[config.mk]
export PLATFORM = sky130hd
export DESIGN_NAME = mvsm_wrap
export DESIGN_NICKNAME = d
export VERILOG_FILES = /design/src/rtl/mvsm_pkg.sv /design/src/rtl/mvsm_wrap.sv
export SDC_FILE = /design/constraint.sdc
export NUM_CORES = 1
export LEC_CHECK = 0
export BUFFER_PORTS_ARGS = -buffer_cell sky130_fd_sc_hd__buf_4
export CORE_UTILIZATION = 25
export DETAILED_ROUTE_END_ITERATION = 8
export PLACE_DENSITY_LB_ADDON = 0.2
export SYNTH_ARGS = -nofsm -noshare
export SYNTH_HDL_FRONTEND = slang
export SYNTH_SLANG_ARGS = --single-unit
export TNS_END_PERCENT = 10
[constraint.sdc]
create_clock -name clock -period 0.8 [get_ports clock]
set_input_delay 0.12 -clock clock [delete_from_list [all_inputs] [get_ports clock]]
set_output_delay 0.12 -clock clock [all_outputs]
set_load 0.01 [all_outputs]
[src/rtl/mvsm_pkg.sv]
// ----------------------------------------------------------------------------
// Multi-voice sample mixer package
// Shared widths, codes and types of the stereo sample-playback mixer.
// ----------------------------------------------------------------------------
package mvsm_pkg;

   // Default sizes of the voice table and the wave memory.
   localparam int VOICE_COUNT_DEF = 64;
   localparam int WAVE_FRAMES_DEF = 65536;

   // Field widths of a request and a response.
   localparam int KIND_W   = 2;
   localparam int VOICE_W  = 6;
   localparam int ADDR_W   = 16;
   localparam int LEN_W    = 17;
   localparam int SAMPLE_W = 16;

   // Width of base plus position before it wraps into the wave memory.
   localparam int SUM_W = 18;

   // Saturation limits of a mixed sample.
   localparam int SAMPLE_MAX = 32767;
   localparam int SAMPLE_MIN = -32768;

   // Request kinds.
   typedef enum logic [KIND_W-1:0] {
      KIND_LOAD    = 2'd0,
      KIND_DEFINE  = 2'd1,
      KIND_TRIGGER = 2'd2,
      KIND_OUTPUT  = 2'd3
   } kind_type;

   // One entry of the voice memory.
   typedef struct packed {
      logic              active;
      logic [LEN_W-1:0]  pos;
      logic [LEN_W-1:0]  len;
      logic [ADDR_W-1:0] base;
   } voice_entry_type;

   // Control that travels with an address through the wrap pipeline.
   typedef struct packed {
      logic valid;
      logic load;
      logic hit;
      logic last;
   } wrap_tag_type;

endpackage

[src/rtl/mvsm_wrap.sv]
// ----------------------------------------------------------------------------
// Mixer address wrap
// Two-stage pipeline that reduces a frame address modulo the wave memory
// depth by restoring subtraction of shifted copies of the depth.
// ----------------------------------------------------------------------------
module mvsm_wrap import mvsm_pkg::*; #(
   parameter int WAVE_FRAMES = WAVE_FRAMES_DEF,
   localparam int WA_W       = $clog2(WAVE_FRAMES)
) (
   input  logic             clock,
   input  logic             reset,
   input  wrap_tag_type     in_tag,
   input  logic [SUM_W-1:0] in_sum,
   output wrap_tag_type     out_tag,
   output logic [WA_W-1:0]  out_addr
);

   // Number of subtract steps so that any SUM_W-bit value ends below the depth.
   localparam int STEPS = (WAVE_FRAMES >= (2 ** SUM_W)) ? 0 :
                          $clog2(((2 ** SUM_W) + WAVE_FRAMES - 1) / WAVE_FRAMES);
   localparam int HALF  = STEPS / 2;

   wrap_tag_type     a_tag_ff;
   logic [SUM_W-1:0] a_val_ff;
   logic [SUM_W-1:0] a_val_in;
   wrap_tag_type     b_tag_ff;
   logic [SUM_W-1:0] b_val_ff;
   logic [SUM_W-1:0] b_val_in;

   // First stage: the upper half of the subtract steps.
   always_comb begin
      logic [SUM_W-1:0] v;
      v = in_sum;
      for (int k = STEPS - 1; k >= HALF; k--) begin
         if (v >= SUM_W'(WAVE_FRAMES << k)) begin
            v = v - SUM_W'(WAVE_FRAMES << k);
         end
      end
      a_val_in = v;
   end

   // Second stage: the lower half of the subtract steps.
   always_comb begin
      logic [SUM_W-1:0] v;
      v = a_val_ff;
      for (int k = HALF - 1; k >= 0; k--) begin
         if (v >= SUM_W'(WAVE_FRAMES << k)) begin
            v = v - SUM_W'(WAVE_FRAMES << k);
         end
      end
      b_val_in = v;
   end

   // Pipeline registers.
   always_ff @(posedge clock) begin
      if (reset) begin
         a_tag_ff <= '0;
         b_tag_ff <= '0;
      end else begin
         a_tag_ff <= in_tag;
         b_tag_ff <= a_tag_ff;
      end
   end

   always_ff @(posedge clock) begin
      a_val_ff <= a_val_in;
      b_val_ff <= b_val_in;
   end

   assign out_tag  = b_tag_ff;
   assign out_addr = WA_W'(b_val_ff);

endmodule

# Word level (Yosys, flattened, before mapping)
# Cells that the tools add are included.
# totals
register_bits	42
latch_bits	0
mem_bits_rw	0
mem_bits_ro	0
output_inout_bits	20
elab_cells	16
n_memories	0
# op_classes
n_addsub	2
multipliers	0
n_div	0
order_cmp	2
eq_ne	0
n_shift	0
mux	2
bitwise_logic	0
reduce_logical	0
# op_table
cell	count
18-bit by 17-bit >= comparator with 1-bit output (second input constant)	1
18-bit >= comparator (second input constant)	1
18-bit two-way mux	1
18-bit subtractor (second input constant)	1
16-bit two-way mux	1
16-bit by 1-bit subtractor with 16-bit output (second input constant)	1

# Longest topological paths before layout
# Gate-level depths: netlist of the first run.
# depth
depth_word	2
mapped_depth	1
ltp_nobuf	1

# Worst setup path before layout of the first run
# No wires, ideal clock.
# synth_timing
kind	reg2reg
start	register a_tag_ff[0] (netlist bit)
end	register b_tag_ff (netlist bit out_tag[0])
setup_time_ns	0.114
arrival_ns	0.376
required_time_ns	0.686
slack_ns	0.310
stages_incl_launch_ff	2
n_path_buf	0
synth_period_minus_slack_ns	0.490
path_cell_list	dfxtp_1 nor2b_1
# synth_rtl
item	line_no	rtl
start: declaration	mvsm_wrap.sv:23	wrap_tag_type a_tag_ff;
start signal: assignment	mvsm_wrap.sv:60	a_tag_ff <= in_tag;
end signal: assignment	mvsm_wrap.sv:61	b_tag_ff <= a_tag_ff;
end: declaration	mvsm_wrap.sv:26	wrap_tag_type b_tag_ff;
# No word-level cell between the ends.

# Final worst setup path of the first run
# layout_timing
start	register b_val_ff[2]
end	output port out_addr[2]
# layout_rtl
item	line_no	rtl
start: declaration	mvsm_wrap.sv:27	logic [SUM_W-1:0] b_val_ff;
start signal: assignment	mvsm_wrap.sv:67	b_val_ff <= b_val_in;
end: declaration	mvsm_wrap.sv:15	output logic [WA_W-1:0] out_addr
# No word-level cell between the ends.

==> metrics.txt, run 1 <==
P_leak=between 0.7 and 0.8 nW; CP bufs+invs=1; number of port buffers=41; HP Class=reg -> reg; Max Buffers Root-to-Sink=2; I/O Pins=44; Reg clk slew, reported paths=approximately 0.10 ns; Seq/Total Area, Yosys=0.9412; Vias=558; drt total wl=roughly 1300 um; Final Util=0.5152; Worst Setup End Kind=output pin; Fmax=1.111 GHz; CP startpoint=b_val_ff[2]; die width=between 60 and 70 um; post-synth cell types=2; Worst setup SP type=register; fin. max-slew vios=0; # fillers=259; CP top delay family=flip-flops; Slowest Stage Delay on Critical Path=between 0.3 and 0.4 ns; Reg2Reg Launch Point=a_tag_ff[1]; final net count=around 140; largest net degree at the start of global routing=13; critical-path cell list=buf_4; worst-path maximum fanout=1; RSZ-0062 raised after global routing=yes; Pre-Repair DR Iteration Count=3; Seq cells post-synth=40; fraction of layout cells with a size suffix above 1=0.5593; Post-Syn Area=850.8 um^2; Syn Inst Count=48; Syn. warnings=0; Via density=about 3.4; antenna violations before repair=0; clock sinks=40; Worst Tran Pin Value=between 0.1 and 0.15 ns; Tot GR Track Use=0.08303; CP max stage cell=dfxtp_1; Initial DRC Count=4; latest clock arrival within the worst-skew pair=between 0.3 and 0.4 ns; synthesized area per cell=~18 um^2; Setup Skew=about 0.0062 ns; failing checks=setup timing; gr ovfl total=0; Power per Cell Area=2389 mW/mm^2; full die area=~0.0036 mm^2; Finished Layout Cells=162; CTS Buf Count=5; synthesis-to-finish area growth=89.41%; root buffer cell=clkbuf_4; # diodes=0; hold wc startpoint=a_val_ff[15]; syn_nets=72; final setup violation count=20; final worst setup slack=-0.1002 ns; Area contributors post-synth=dfxtp_1 (94%), nor2b_1 (5.9%); core area=0.003128 mm^2; TritonCTS clock tree=done; total power=approximately 3.9 mW; Fin. Hold Viols=0; Synth top area share=0.9412; drt drc=0; H-tree depth=2; first-pass GRT wire length=~1900 um; run status=finished, violations left; Initial Util=0.2720; gpl congestion=about 0.58; relative slew slack=0.9276; Yosys top cell by area=dfxtp_1; crit share post-route=1.125; DR WL/cell=8.259 um; worst vdd ir=~1100 uV; CP required=0.68 ns; fin crit period=between 0.9 and 1 ns; die height=60.34 um; Core Rows=20; max cap viols=0; Antenna Violating Nets Remaining=0; # placed instances=133; critical path class=reg -> out; Critical Path AT=approximately 0.78 ns; vias in the first global route=531
==> routing by layer <==
metal,global-route usage,part of all wire
met1,0.06791,0.38
met2,0.1350,0.51
met3,0.05117,0.092
met4,0.07973,0.025
met5,0,0
==> cell type report <==
type / count / area (um^2) / area share
clock buffers: 7 / 65.06 / 0.04037
clock inverters: 1 / 30.03 / 0.01863
multi-input cells: 8 / 50.05 / 0.03106
flip-flops and latches: 40 / 822.0 / 0.5101
well taps: 44 / 55.05 / 0.03416
repair buffers: 62 / 589.3 / 0.3657
==> sequential cells by signal (all words and copies together), names as in the netlist <==
| register | flops |
|---|---|
| b_val_ff | 16 |
| a_val_ff | 16 |
| a_tag_ff | 4 |
| out_tag | 4 |
==> logic make-up (layout without fill, tap and decap cells) <==
kind of cell | Yosys count | in the layout | share of synthesized area
flip-flops | 40 | 40 | 0.9412
AND/OR/NAND/NOR | 8 | 8 | 0.05883
buffers and inverters | 0 | 70 | 0
==> placed cells by master, fill, tap and decap left out <==
| cell type | synthesis | final |
|---|---|---|
| bufinv_16 | 0 | 1 |
| buf_4 | 0 | 22 |
| clkbuf_4 | 0 | 5 |
| dfxtp_1 | 40 | 23 |
| dlygate4sd3_1 | 0 | 21 |
| nor2b_1 | 8 | 8 |
| clkbuf_8 | 0 | 2 |
| buf_6 | 0 | 19 |
| dfxtp_2 | 0 | 17 |
==> synth_stat cells, drive strengths merged <==
master  count
dfxtp      40
nor2b       8
==> timing repair <==
| item | 4_1_cts | 5_1_grt |
|---|---|---|
| gates resized for setup | 30 | 6 |
| hold buffers | 21 | 0 |
| pin swaps | 0 | 0 |
| endpoints found under the setup margin | 20 | 20 |
| setup buffers | 0 | 0 |
| endpoints found under the hold margin | 24 | 0 |
==> final timing paths <==
| check | end | slack [ns] | cells past startpoint |
|---|---|---|---|
| setup / recovery | out_addr[2] | -0.10 | 1 |
| hold / removal | b_val_ff[15] | 0.33 | 0 |
| setup reg to reg | out_tag[1] | 0.29 | 1 |
| hold reg to reg | b_val_ff[15] | 0.33 | 0 |
==> power by group <==
group	internal [mW]	total, mW	leakage (nW)	switching [mW]
Sequential	2.10	2.14	0.337	0.0321
Combinational	0.226	0.303	0.326	0.0763
Clock	0.830	1.41	0.0515	0.583
Total	3.16	3.85	0.715	0.691
==> per-stage QoR <==
step | instance area (um^2) | hold slack, ns | setup WS (ns) | TNS [ns]
after global routing | 1612 | 0.3396 | -0.1511 | -2.764
after detailed placement | 1214 | 0.2256 | 0.2617 | 0
after global placement | 1214 | 0.2248 | 0.2644 | 0
after CTS | 1604 | 0.3351 | -0.1286 | -2.283
after floorplan | 850.8 | 0.1477 | 0.3105 | 0
final | 1612 | 0.3333 | -0.1002 | -1.792
No activity file was read; power rests on OpenSTA's default activity.
==> run 2, diff against run 1 <==
--- a/config.mk
+++ b/config.mk
@@ -6,9 +6,12 @@
 export NUM_CORES = 1
 export LEC_CHECK = 0
 export BUFFER_PORTS_ARGS = -buffer_cell sky130_fd_sc_hd__buf_4
+export CORE_MARGIN = 1.5
 export CORE_UTILIZATION = 25
 export DETAILED_ROUTE_END_ITERATION = 8
+export GPL_TIMING_DRIVEN = 0
 export PLACE_DENSITY_LB_ADDON = 0.2
+export RECOVER_POWER = 25
 export SYNTH_ARGS = -nofsm -noshare
 export SYNTH_HDL_FRONTEND = slang
 export SYNTH_SLANG_ARGS = --single-unit
==> run 2 against run 1 <==
The flow still finishes with violations (setup timing). Setup slack gained 0.0057 ns. Critical path depth is the same. Non-clock buffer count is the same. Clock skew shrank 0.0046 ns. Global-route usage grew 0.28 points. Worst hold slack lost 0.0012 ns. Sequential share of layout area grew 1.4 points. Cell area shrank 2.5%.
==> metrics.txt, run 2 (synthesis results as in run 1) <==
Setup Skew=between 0.0015 and 0.002 ns; Final Util=0.4984; drt total wl=between 1000 and 1500 um; Initial Util=0.2698; sequential share of power=0.640; CP max stage cell=dfxtp_2; gr busiest metal=met2; # placed instances=about 130; latest clock arrival within the worst-skew pair=around 0.33 ns; Power per Cell Area=~2100 mW/mm^2; gr ovfl total=0; root buffer cell=clkbuf_4; fin crit period=just under 0.9 ns; RSZ-0062 raised after global routing=yes; Slowest Stage Delay on Critical Path=roughly 0.33 ns; # fillers=between 200 and 300; critical-path cell list=buf_6; Finished Layout Cells=between 150 and 200; core area=~0.0032 mm^2; Worst Setup End Kind=output pin; largest net degree at the start of global routing=13; crit share post-route=1.118; net load switching power=a little under 0.7 mW; switch share=0.2053; worst-path maximum fanout=1; fin. max-slew vios=0; Worst Tran Pin Value=0.1030 ns; largest registers=a_val_ff: 16 flops, b_val_ff: 16 flops; run status=finished, violations left; die width=61.34 um; Clk pwr share=0.269; Worst R2R Path Depth=1; DR WL/cell=~8.2 um; Reg clk slew, reported paths=roughly 0.1 ns; worst hold stages=0; P_leak=0.6925 nW; CTS Buf Count=5; number of port buffers=41; Via density=3.559; full die area=0.003762 mm^2; HP Class=reg -> reg; Critical Path AT=approximately 0.77 ns; most frequent cells in the layout=dfxtp_1 (22), dlygate4sd3_1 (21), buf_4 (21); fraction of layout cells with a size suffix above 1=0.5641; GR Layer Usage met1=0.06422; die height=around 61 um; Pint=between 2 and 3 mW; failing checks=setup timing; antenna violations before repair=0; final setup violation count=20; Fin. Hold Viols=0; Tot GR Track Use=0.08580; R2R Path End=out_tag[1]; CP top delay family=flip-flops; reg2reg setup slack=approximately 0.29 ns; TritonCTS clock tree=done; # diodes=0; Reg2Reg Launch Point=a_tag_ff[1]; relative slew slack=0.9313; Core Rows=20; Antenna Violating Nets Remaining=0; critical path class=reg -> out; Gate power share=0.092; met2 GRT Util=0.1429; CP required=roughly 0.68 ns; CP bufs+invs=1; Max Buffers Root-to-Sink=2; Worst setup SP type=register; gpl congestion=about 0.56; I/O Pins=between 40 and 50; met3 Usage GRT=0.05672; Final Instance Area=around 0.0016 mm^2; Hold Path Sink=b_val_ff[10]; hold wc startpoint=a_val_ff[10]; DP Area=~0.0012 mm^2; clock sinks=40; worst vdd ir=1130 uV; Initial DRC Count=4; Vias=roughly 570; final net count=141; first-pass GRT wire length=approximately 2100 um; Pre-Repair DR Iteration Count=3; vias in the first global route=about 560; commonest non-fill, non-tap cell in the layout=dfxtp_1; final worst setup slack=-0.09453 ns; drt drc=0; max cap viols=0; H-tree depth=2; synthesis-to-finish area growth=84.71%; Fmax=between 1 and 1.5 GHz
run 2: power by group through the flow:
stage	sequential (mW)	combinational [mW]	clock, mW
floorplan	2.19	0.0121	0
global placement	2.16	0.194	0
detailed placement	2.16	0.196	0
CTS	2.13	0.308	0.952
global route	2.14	0.329	1.04
finish	2.13	0.306	0.897
run 2: final cells by class:
cell class / instances / area [um^2] / share of cell area
sequential: 40 / 823.3 / 0.5239
timing repair buffer: 62 / 593.1 / 0.3774
clock inverter: 2 / 12.51 / 0.007962
multi-input combinational: 8 / 50.05 / 0.03185
tap: 44 / 55.05 / 0.03503
clock buffer: 5 / 37.54 / 0.02389
run 2: metal layers:
layer	vias up	routed length, um
met3	7	136
met4	0	51
li1	283	-
met1	251	488
met5	-	0
met2	32	646
run 2: timing repair:
action | 4_1_cts | 5_1_grt
endpoints found under the hold margin | 24 | 0
hold buffers | 21 | 0
gates resized for setup | 26 | 12
setup buffers | 0 | 0
endpoints found under the setup margin | 20 | 20
run 2: worst max path at each step:
stage | slack, ns | from | cells after the start | endpoint
after floorplan | 0.31 | a_tag_ff[0] | 1 | out_tag[0]
after global placement | 0.27 | b_val_ff[13] | 1 | out_addr[13]
after detailed placement | 0.27 | b_val_ff[13] | 1 | out_addr[13]
after CTS | -0.12 | out_tag[2] | 1 | out_tag[2]
after global routing | -0.14 | b_val_ff[15] | 1 | out_addr[15]
final | -0.09 | b_val_ff[5] | 1 | out_addr[5]
run 2: stage by stage:
step | power (mW) | hold slack (ns) | setup TNS [ns] | worst slack, ns
6_report | 3.336 | 0.3321 | -1.774 | -0.09453
5_1_grt | 3.516 | 0.3399 | -2.686 | -0.1424
4_1_cts | 3.389 | 0.3361 | -2.202 | -0.1181
3_5_place_dp | 2.359 | 0.2256 | 0 | 0.2664
3_3_place_gp | 2.355 | 0.2245 | 0 | 0.2669
2_1_floorplan | 2.199 | 0.1477 | 0 | 0.3105
